===== config.mk =====
export PLATFORM = sky130hd
export DESIGN_NAME = gregorian_days_between_dates_core
export DESIGN_NICKNAME = d
export VERILOG_FILES = /design/src/rtl/core/gdbd_pkg.sv /design/src/rtl/core/gregorian_days_between_dates_core.sv /design/src/rtl/core/gdbd_daynum.sv
export SDC_FILE = /design/constraint.sdc
export NUM_CORES = 1
export LEC_CHECK = 0
export BUFFER_PORTS_ARGS = -buffer_cell sky130_fd_sc_hd__clkbuf_2
export CAP_MARGIN = 10
export CELL_PAD_IN_SITES_DETAIL_PLACEMENT = 2
export CELL_PAD_IN_SITES_GLOBAL_PLACEMENT = 2
export CORE_MARGIN = 2
export CORE_UTILIZATION = 38
export CTS_BUF_LIST = sky130_fd_sc_hd__clkbuf_16
export DETAILED_ROUTE_END_ITERATION = 8
export GPL_ROUTABILITY_DRIVEN = 0
export HOLD_SLACK_MARGIN = 0.06
export PLACE_DENSITY = 0.76
export REMOVE_ABC_BUFFERS = 1
export SYNTH_ARGS = -nofsm -noshare
export SYNTH_HDL_FRONTEND = slang
export SYNTH_SLANG_ARGS = --single-unit

===== constraint.sdc =====
create_clock -name clk -period 5 [get_ports clk]
set_clock_uncertainty 0.2 [all_clocks]
set_input_delay 0.25 -clock clk [delete_from_list [all_inputs] [get_ports clk]]
set_output_delay 0.25 -clock clk [all_outputs]
set_load 0.05 [all_outputs]

===== src/rtl/core/gdbd_pkg.sv =====
// Shared types, constants and calendar tables for the Gregorian day-count core.
package gdbd_pkg;

  localparam int YEAR_W  = 14;
  localparam int MONTH_W = 4;
  localparam int DAY_W   = 5;
  localparam int COUNT_W = 22;

  localparam logic [YEAR_W-1:0] YEAR_LIMIT = 14'd9999;

  // floor(y / 100) = (y * 5243) >> 19 for every 14-bit y
  localparam logic [12:0] DIV100_MUL   = 13'd5243;
  localparam int          DIV100_SHIFT = 19;
  localparam int          DIV100_PROD_W = YEAR_W + 13;

  localparam logic [MONTH_W-1:0] MONTH_FEB = 4'd2;
  localparam logic [MONTH_W-1:0] MONTH_DEC = 4'd12;

  typedef enum logic [1:0] {
    STATUS_OK         = 2'd0,
    STATUS_END_BEFORE = 2'd1,
    STATUS_INVALID    = 2'd2
  } status_t;

  // Length of a month; codes outside 1..12 are rejected elsewhere.
  function automatic logic [DAY_W-1:0] month_len(logic [MONTH_W-1:0] m, logic leap);
    logic [DAY_W-1:0] len;
    begin
      unique case (m)
        4'd2:                  len = leap ? 5'd29 : 5'd28;
        4'd4, 4'd6, 4'd9, 4'd11: len = 5'd30;
        default:               len = 5'd31;
      endcase
      return len;
    end
  endfunction

  // Days in the year before the first of month m (common year).
  function automatic logic [8:0] days_before_month(logic [MONTH_W-1:0] m);
    logic [8:0] n;
    begin
      unique case (m)
        4'd1:    n = 9'd0;
        4'd2:    n = 9'd31;
        4'd3:    n = 9'd59;
        4'd4:    n = 9'd90;
        4'd5:    n = 9'd120;
        4'd6:    n = 9'd151;
        4'd7:    n = 9'd181;
        4'd8:    n = 9'd212;
        4'd9:    n = 9'd243;
        4'd10:   n = 9'd273;
        4'd11:   n = 9'd304;
        4'd12:   n = 9'd334;
        default: n = 9'd0;
      endcase
      return n;
    end
  endfunction

endpackage


===== src/rtl/core/gregorian_days_between_dates_core.sv =====
// Top level: days between two Gregorian dates, five-stage pipeline.
// Throughput: one transaction per cycle; busy stays low, start is never refused.
// Depth is set by the day-number path (divide by 100, leap/month, year sum, day add).
// Reset (rst_n low, synchronous) clears every in-flight valid bit; no result
// leaves for a transaction accepted before reset. The receiver cannot stall.
module gregorian_days_between_dates_core (
  input  logic                          clk,
  input  logic                          rst_n,
  input  logic                          start,
  output logic                          busy,
  input  logic [gdbd_pkg::YEAR_W-1:0]   in_start_year,
  input  logic [gdbd_pkg::MONTH_W-1:0]  in_start_month,
  input  logic [gdbd_pkg::DAY_W-1:0]    in_start_day,
  input  logic [gdbd_pkg::YEAR_W-1:0]   in_end_year,
  input  logic [gdbd_pkg::MONTH_W-1:0]  in_end_month,
  input  logic [gdbd_pkg::DAY_W-1:0]    in_end_day,
  input  logic                          in_include_end,
  output logic                          out_valid,
  output logic [gdbd_pkg::COUNT_W-1:0]  out_day_count,
  output logic [1:0]                    out_status
);

  localparam int CONV_STAGES = 4;

  // The pipeline never backs up, so a transaction is accepted on every start.
  assign busy = 1'b0;

  logic accept;
  assign accept = start && !busy;

  // Convert both dates to serial day numbers in parallel.
  logic [gdbd_pkg::COUNT_W-1:0] dn_a;
  logic [gdbd_pkg::COUNT_W-1:0] dn_b;
  logic                         ok_a;
  logic                         ok_b;

  gdbd_daynum u_conv_start (
    .clk     (clk),
    .year    (in_start_year),
    .month   (in_start_month),
    .day     (in_start_day),
    .day_num (dn_a),
    .date_ok (ok_a)
  );

  gdbd_daynum u_conv_end (
    .clk     (clk),
    .year    (in_end_year),
    .month   (in_end_month),
    .day     (in_end_day),
    .day_num (dn_b),
    .date_ok (ok_b)
  );

  // Carry valid and the include-end flag alongside the converter stages.
  logic [CONV_STAGES-1:0] vld_r;
  logic [CONV_STAGES-1:0] vld_nxt;
  logic [CONV_STAGES-1:0] inc_r;

  assign vld_nxt = {vld_r[CONV_STAGES-2:0], accept};

  always_ff @(posedge clk) begin
    if (!rst_n) begin
      vld_r <= '0;
    end else begin
      vld_r <= vld_nxt;
    end
  end

  always_ff @(posedge clk) begin
    inc_r <= {inc_r[CONV_STAGES-2:0], in_include_end};
  end

  // Final stage: error precedence is invalid date, then end before start.
  logic [gdbd_pkg::COUNT_W-1:0] count_nxt;
  gdbd_pkg::status_t            status_nxt;

  always_comb begin
    if (!(ok_a && ok_b)) begin
      count_nxt  = '0;
      status_nxt = gdbd_pkg::STATUS_INVALID;
    end else if (dn_b < dn_a) begin
      count_nxt  = '0;
      status_nxt = gdbd_pkg::STATUS_END_BEFORE;
    end else begin
      count_nxt  = dn_b - dn_a + gdbd_pkg::COUNT_W'(inc_r[CONV_STAGES-1]);
      status_nxt = gdbd_pkg::STATUS_OK;
    end
  end

  logic                         out_valid_r;
  logic [gdbd_pkg::COUNT_W-1:0] out_day_count_r;
  gdbd_pkg::status_t            out_status_r;

  always_ff @(posedge clk) begin
    if (!rst_n) begin
      out_valid_r <= 1'b0;
    end else begin
      out_valid_r <= vld_r[CONV_STAGES-1];
    end
  end

  // Hold payload registers without reset; the strobe qualifies them.
  always_ff @(posedge clk) begin
    out_day_count_r <= count_nxt;
    out_status_r    <= status_nxt;
  end

  assign out_valid     = out_valid_r;
  assign out_day_count = out_day_count_r;
  assign out_status    = out_status_r;

  // Every accepted transaction yields a result on out_valid.
  a_accept_to_result: assert property (@(posedge clk) disable iff (!rst_n)
    accept |-> ##5 out_valid)
    else $error("accepted transaction produced no result");

  // No result appears without a matching transaction.
  a_result_has_source: assert property (@(posedge clk) disable iff (!rst_n)
    out_valid |-> $past(accept, 5))
    else $error("result without accepted transaction");

  // Error results carry a zero count.
  a_error_zero_count: assert property (@(posedge clk) disable iff (!rst_n)
    (out_valid && out_status != gdbd_pkg::STATUS_OK) |-> (out_day_count == '0))
    else $error("error status with nonzero count");

  // A good result with the end day counted is never zero.
  a_inclusive_nonzero: assert property (@(posedge clk) disable iff (!rst_n)
    (out_valid && out_status == gdbd_pkg::STATUS_OK && $past(in_include_end, 5))
      |-> (out_day_count != '0))
    else $error("inclusive count is zero");

endmodule


===== src/rtl/core/gdbd_daynum.sv =====
// Four-stage pipeline: date check and serial day number (0 for 0000-01-01).
module gdbd_daynum (
  input  logic                          clk,
  input  logic [gdbd_pkg::YEAR_W-1:0]   year,
  input  logic [gdbd_pkg::MONTH_W-1:0]  month,
  input  logic [gdbd_pkg::DAY_W-1:0]    day,
  output logic [gdbd_pkg::COUNT_W-1:0]  day_num,
  output logic                          date_ok
);

  // stage 1: register date, start the divide by 100
  logic [gdbd_pkg::YEAR_W-1:0]        y1_r;
  logic [gdbd_pkg::MONTH_W-1:0]       m1_r;
  logic [gdbd_pkg::DAY_W-1:0]         d1_r;
  logic [gdbd_pkg::DIV100_PROD_W-1:0] prod1_r;
  logic                               fmt1_r;

  always_ff @(posedge clk) begin
    y1_r    <= year;
    m1_r    <= month;
    d1_r    <= day;
    prod1_r <= gdbd_pkg::DIV100_PROD_W'(year) * gdbd_pkg::DIV100_PROD_W'(gdbd_pkg::DIV100_MUL);
    fmt1_r  <= (year <= gdbd_pkg::YEAR_LIMIT) && (month != '0) &&
               (month <= gdbd_pkg::MONTH_DEC) && (day != '0);
  end

  // stage 2: century quotient, leap flag, month offset
  logic [7:0]                  q100;
  logic [6:0]                  r100;
  logic                        leap;
  logic [gdbd_pkg::DAY_W-1:0]  mlen;
  logic [7:0]                  c100_nxt;
  logic [8:0]                  rest_nxt;
  logic                        ok2_nxt;

  always_comb begin
    q100     = prod1_r[gdbd_pkg::DIV100_SHIFT +: 8];
    r100     = 7'(y1_r - gdbd_pkg::YEAR_W'(q100) * 14'd100);
    leap     = ((y1_r[1:0] == 2'd0) && (r100 != '0)) ||
               ((r100 == '0) && (q100[1:0] == 2'd0));
    mlen     = gdbd_pkg::month_len(m1_r, leap);
    ok2_nxt  = fmt1_r && (d1_r <= mlen);
    c100_nxt = q100 + 8'(r100 != '0);
    rest_nxt = gdbd_pkg::days_before_month(m1_r) +
               9'((m1_r > gdbd_pkg::MONTH_FEB) && leap) + 9'(d1_r) - 9'd1;
  end

  logic [gdbd_pkg::YEAR_W-1:0] y2_r;
  logic [7:0]                  c100_r;
  logic [8:0]                  rest2_r;
  logic                        ok2_r;

  always_ff @(posedge clk) begin
    y2_r    <= y1_r;
    c100_r  <= c100_nxt;
    rest2_r <= rest_nxt;
    ok2_r   <= ok2_nxt;
  end

  // stage 3: days before January 1 of the year
  logic [gdbd_pkg::COUNT_W-1:0] yn_nxt;
  logic [14:0]                  y_p3;
  logic [8:0]                   c_p3;

  always_comb begin
    y_p3   = 15'(y2_r) + 15'd3;
    c_p3   = 9'(c100_r) + 9'd3;
    yn_nxt = gdbd_pkg::COUNT_W'(y2_r) * 22'd365 + 22'(y_p3[14:2]) -
             22'(c100_r) + 22'(c_p3[8:2]);
  end

  logic [gdbd_pkg::COUNT_W-1:0] yn3_r;
  logic [8:0]                   rest3_r;
  logic                         ok3_r;

  always_ff @(posedge clk) begin
    yn3_r   <= yn_nxt;
    rest3_r <= rest2_r;
    ok3_r   <= ok2_r;
  end

  // stage 4: add the day of year
  logic [gdbd_pkg::COUNT_W-1:0] dn4_r;
  logic                         ok4_r;

  always_ff @(posedge clk) begin
    dn4_r <= yn3_r + gdbd_pkg::COUNT_W'(rest3_r);
    ok4_r <= ok3_r;
  end

  assign day_num = dn4_r;
  assign date_ok = ok4_r;

endmodule


Yosys cells after proc, flatten, opt, wreduce, memory -nomap -nowiden. Memory sizes are Yosys's and may differ from the RTL's. A register that Yosys moved wholly into a read port is not among the register bits. Index checks and enable logic that the tools add are counted.

Add/subtract/negate cells: 24. Order comparisons: 9. Reduce and logical (&&, ||, !) cells: 32. Eq/ne operators: 10. Multiplexer cells: 5. Bitwise operators: 1. $mul: 6.

Operator list (number): 14-bit by 13-bit multiplier with 27-bit output, second input constant (2); 22-bit by 13-bit adder with 22-bit output (2); 22-bit by 7-bit adder with 22-bit output (2); 22-bit by 9-bit adder with 22-bit output (2); 14-bit by 9-bit multiplier with 22-bit output, second input constant (2); 22-bit by 8-bit subtractor with 22-bit output (2); 14-bit by 2-bit adder with 15-bit output, second input constant (2); 14-bit <= comparator, second input constant (2); 22-bit by 1-bit adder with 22-bit output (1); 22-bit < comparator (1); 22-bit subtractor (1); 5-bit one-hot mux with 2 select lines (2); 8-bit by 2-bit adder with 9-bit output, second input constant (2); 9-bit by 1-bit adder with 9-bit output (2); 9-bit by 5-bit adder with 9-bit output (2); 9-bit by 1-bit subtractor with 9-bit output, second input constant (2); 8-bit by 1-bit adder with 8-bit output (2); 4-bit by 3-bit == test with 1-bit output, second input constant (4); 4-bit == test, second input constant (4); 8-bit by 5-bit multiplier with 5-bit output, second input constant (2); 1-bit logical AND (15); 7-bit logical NOT (2); 7-bit nonzero test (2); 7-bit subtractor (2); 12 further kinds (25).

Memory bits (read-only): 288. Bits in registers: 309. Output and inout port bits: 26. Bits of input ports: 50. Memories: 2. Word-level logic and storage cells: 122.

Memory list: (no name shown) (words 16, width 9, rd ports 1, clocked after memory_dff 1, wr ports 0, line gdbd_pkg.sv:42) `unique case (m)`; (no name shown) (words 16, width 9, rd ports 1, clocked after memory_dff 1, wr ports 0, line gdbd_pkg.sv:42).

Depth between registers and ports, before layout.
Depth in word-level cells: 9. Depth in mapped cells: 23. Gate-level depth less buffers: 23.

Cells and area by module. From an unflattened synthesis, not the netlist that was laid out.

Cell total of the unflattened synthesis: 2732. Area total of the unflattened synthesis: 26693.1 µm².

By module, submodules not included: gdbd_daynum (u_conv_start) (cells an instance 1218, instances 1, sequential area each 2562.5 µm², area each 12075.3 µm²); gdbd_daynum (u_conv_end) (cells an instance 1204, instances 1, sequential area each 2562.5 µm², area each 11922.7 µm²); gregorian_days_between_dates_core (cells an instance 310, instances 1, sequential area each 660.6 µm², area each 2695.1 µm²).

Least setup slack after synthesis. Ideal clock, no wire load.

Path type: register to register. Start point: register u_conv_start.y2_r[0] in the netlist's numbering. End point: register u_conv_start.yn3_r[21] in the netlist's numbering. Required time: 4.678 ns. Clock period less this slack: 5.312 ns. Data arrival time: 4.990 ns. Setup slack: -0.312 ns. Setup time: 0.122 ns. Path buffers: 0. Cell stages (with the launch flop): 21. Cell sequence: dfxtp_1 -> inv_1 -> ha_1 -> nor2_1 -> nand3_1 -> xnor2_1 -> fa_1 -> fa_1 -> fa_1 -> inv_1 -> fa_1 -> inv_1 -> ha_1 -> a2111oi_4 -> o31ai_1 -> a211oi_2 -> o21bai_1 -> a21oi_2 -> o21ai_2 -> a211oi_2 -> xnor2_1.

Longest elaborated chain between the ends: 4. Elaborated cells between the ends (all ways): 5. Those cells by class: add/sub: 4; mul: 1.

RTL lines: start, declared (line gdbd_daynum.sv:48) `logic [gdbd_pkg::YEAR_W-1:0] y2_r;`; start signal, assigned (line gdbd_daynum.sv:54) `y2_r <= y1_r;`; 14-bit by 9-bit multiplier with 22-bit output / 14-bit by 2-bit adder with 15-bit output (equally long branches) (line gdbd_daynum.sv:68, gdbd_daynum.sv:66); 22-bit by 13-bit adder with 22-bit output * (line gdbd_daynum.sv:68) `yn_nxt = gdbd_pkg::COUNT_W'(y2_r) * 22'd365 + 22'(y_p3[14:2]) -`; 22-bit by 8-bit subtractor with 22-bit output * (line gdbd_daynum.sv:68); 22-bit by 7-bit adder with 22-bit output * (line gdbd_daynum.sv:69) `22'(c100_r) + 22'(c_p3[8:2]);`; net u_conv_start.yn_nxt (one bit) (line gdbd_daynum.sv:61) `logic [gdbd_pkg::COUNT_W-1:0] yn_nxt;`; end signal, assigned (line gdbd_daynum.sv:77) `yn3_r <= yn_nxt;`; end, declared (line gdbd_daynum.sv:72) `logic [gdbd_pkg::COUNT_W-1:0] yn3_r;`.

Mark *: on every way through the listed nets, which the timed path passes. The rest lies on a longest branch. A chain may end at the register's enable or synchronous reset.

Worst setup path in the final report.
Start point: register u_conv_start.y2_r[5] in the netlist's numbering. End point: register u_conv_start.yn3_r[19] in the netlist's numbering.

Same word-level chain as after synthesis.

==> flow_summary_export.csv <==
group,metric,value,unit
finish,n_fill_cell,7061,
die,die_w,267,um
clocking,cts_buffers,36,
critical_path,timing.rr.end,"u_conv_start.yn3_r[19]",
sta,tightest_slew,0.768,ns
synthesis,synth-adder-area-share,0.466,
sta,fin_crit_sh,1.17,
synthesis,async_flop_share,0,
critical_path,r2r_start,"u_conv_start.y2_r[5]",
synthesis,synth_compound_area_frac,0.0772,
critical_path,end_kind,"flop",
finish,final_cell_mix,"inv_1, ha_1, fa_1",
clocking,cts_tree,"yes",
sta,slew_violations,0,
synthesis,synth-xor-area-share,0.0624,
critical_path,crit_required,5.30,ns
sta,slew_headroom,0.474,
sta,clock.fmax,171,MHz
detailed_routing,first_pass_iters,5,
synthesis,syn_avg_cell_area,9.82,um^2
detailed_routing,ant_nets,0,
sta,timing.hold.ws,0.109,ns
critical_path,r2r_slack,-0.86,ns
global_route,antenna_found_initial,3,
sta,rsz0062_at_grt,"true",
outcome,failed_checks,"setup timing",
place,hpwl,68000,um
critical_path,crit_type,"reg2reg",
critical_path,cp-startpoint,"u_conv_start.y2_r[5]",
critical_path,r2r_cells,21,
finish,area_growth,26.0,%
outcome,status,"finished, violations left",
finish,final-seq-area,0.00582,mm^2
synthesis,syn-cell-area,0.0262,mm^2
critical_path,endpoint,"u_conv_start.yn3_r[19]",
worst_hold_path,hp-class,"in2reg",
synthesis,synthCells,2670,
clocking,cts_buffer_depth,3,
finish,final_cell_area,0.0330,mm^2
global_route,grt_util_all_layers,0.311,
sta,setup_violations,33,
detailed_routing,wl_per_cell,31.8,um
place,portBuffers,74,
die,ios,76,
finish,final_layout_size_suffix_gt1_frac,0.209,
detailed_routing,drt_iter0_markers,1242,
clocking,root_buffer,"clkbuf_16",
critical_path,crit_arrival,6.16,ns
detailed_routing,via_per_inst,5.51,
synthesis,yosysSeqAreaShare,0.221,
die,start_util,0.383,
synthesis,synth_top_area_frac,0.234,
sta,setup_ws,-0.857,ns
sta,finalHoldViolCount,0,
detailed_routing,drcViolationCount,0,
finish,final_common_cell,"inv_1",
global_route,grt_pass1_wl,165000,um
synthesis,synth.area.top_cells,"ha_1, fa_1, dfxtp_1, inv_1, xnor2_1",
synthesis,synthSimpleGateAreaFrac,0.0620,
finish,multi_input_area,0.0191,mm^2
clocking,clk_pin_slew_worst_paths,0.07,ns
global_route,grt_start_max_net_pins,23,
synthesis,ys_types,63,
synthesis,synth_top_family_by_area,"adder cells",
clocking,cts_max_level,2,
synthesis,synth_edf_count,0,
die,dieHeight,267,um
flow_run,maxCapViolCount,0,
die,core_area,0.0685,mm^2
detailed_routing,wirelength,128000,um
synthesis,synth_seq_cells,289,
clocking,cts_sinks,289,
synthesis,ys.warnings.count,0,
die,num_rows,96,
synthesis,ys_dominant_reg_cell,"dfxtp_1",
global_route,grt_pass1_vias,25800,
detailed_routing,vias,22100,
sta,period_needed,5.86,ns
finish,fin_nets,3944,
place,dpl-instance-area,0.0294,mm^2
finish,fin_util,0.483,
sta,setup_tns,-15.13,ns
clocking,clk_latency,0.60,ns
synthesis,netlist.top_cell.by_area,"ha_1",
critical_path,cp_max_fo,4,
synthesis,synth_mux_area_frac,0.00401,
die,dieArea,0.0712,mm^2
global_route,grt_overflow,0,
critical_path,worstSetupStartpointType,"flop",
## metrics by stage
stage | setup WS [ns] | instances
4_1_cts | -0.416 | 3993
2_1_floorplan | -0.312 | 2658
3_3_place_gp | -0.329 | 3843
5_1_grt | -0.943 | 4007
3_5_place_dp | -0.781 | 3843
6_report | -0.857 | 4008
## worst min path at each step
stage	from	to	slack [ns]	depth (start not counted)
after global placement	u_conv_end.y1_r[13]	u_conv_end.y2_r[13]	0.11	0
after global routing	in_start_day[2]	u_conv_start.d1_r[2]	0.12	2
after floorplan	in_include_end	inc_r[0]	0.08	0
final	in_start_day[2]	u_conv_start.d1_r[2]	0.11	2
after CTS	in_start_day[4]	u_conv_start.d1_r[4]	0.12	2
after detailed placement	inc_r[0]	inc_r[1]	0.11	0
## sequential cells by signal (all words and copies together), names as in the netlist, 5 cells and up, named ones only
register / cells
u_conv_end.day_num: 22
u_conv_start.d1_r: 5
u_conv_end.rest2_r: 9
u_conv_start.y1_r: 14
u_conv_start.y2_r: 14
u_conv_end.prod1_r: 8
u_conv_start.rest3_r: 9
u_conv_start.prod1_r: 8
u_conv_end.d1_r: 5
u_conv_end.y2_r: 14
u_conv_start.c100_r: 8
u_conv_end.yn3_r: 22
u_conv_start.day_num: 22
out_day_count: 22
u_conv_end.rest3_r: 9
u_conv_start.rest2_r: 9
u_conv_end.c100_r: 8
u_conv_start.yn3_r: 22
u_conv_end.y1_r: 14
## worst max-delay path, stage by stage, from the launching register on
cell,delay (ns)
dfxtp_1,0.37
buf_4,0.18
ha_1,0.30
nand2_2,0.14
xnor2_2,0.17
fa_2,0.35
inv_2,0.10
fa_1,0.50
fa_1,0.54
inv_1,0.08
fa_1,0.54
inv_1,0.08
ha_4,0.26
a2111oi_4,0.41
buf_4,0.20
o31ai_4,0.07
a211oi_2,0.31
o21bai_1,0.15
a21oi_2,0.23
o21ai_4,0.11
a211oi_2,0.23
xnor2_1,0.20
## cell families after synthesis
kind of cell	after synthesis
multiplexers	9
AO/OA/AOI/OAI	304
XOR/XNOR	187
AND/OR/NAND/NOR	335
buffers and inverters	750
flip-flops	289
other	1
adder cells (fa/ha/maj)	795
## synthesized netlist by cell type (4+ instances only)
master       n
a2111oi_0    4
a211o_1      4
a211oi_1    17
a21boi_1     6
a21o_1      32
a21oi_1     95
a221oi_1     4
a31oi_1      6
and2_1      10
and3_1      20
clkbuf_1    10
dfxtp_1    289
fa_1       304
ha_1       491
inv_1      738
mux2i_1      6
nand2_1     69
nand2b_1    14
nand3_1     49
nand3b_1     6
nand4_1     13
nor2_1     100
nor2b_1     22
nor3_1      11
nor3b_1      7
nor4_1       4
o211ai_1     6
o21a_1       9
o21ai_0     34
o21ai_1     28
o21bai_1    22
o31ai_1      5
xnor2_1    143
xor2_1      44
## layout make-up
class / count / share of cell area
Antenna cell: 1 / 0.0000757
Clock buffer: 36 / 0.0273
Clock inverter: 28 / 0.00689
Inverter: 738 / 0.0840
Multi-Input combinational cell: 1631 / 0.577
Sequential cell: 289 / 0.176
Tap cell: 882 / 0.0334
Timing Repair Buffer: 403 / 0.0950
## repair_timing
item	in CTS	in global routing
resized for setup	183	166
buffers inserted	41	31
pin swaps	96	121
setup endpoints to repair	31	38
hold buffers	50	0
hold endpoints to repair	72	0
## per-layer routing
| metal | track usage | vias up | part of all wire |
|---|---|---|---|
| li1 | - | 9149 | - |
| met1 | 0.321 | 11200 | 0.35 |
| met2 | 0.599 | 1055 | 0.51 |
| met3 | 0.0446 | 674 | 0.050 |
| met4 | 0.170 | 0 | 0.091 |
| met5 | 0 | - | 0 |
Power is left out: the tool's default activity adds up to more than one toggle a clock period on the data nets, which glitch-free logic cannot reach.
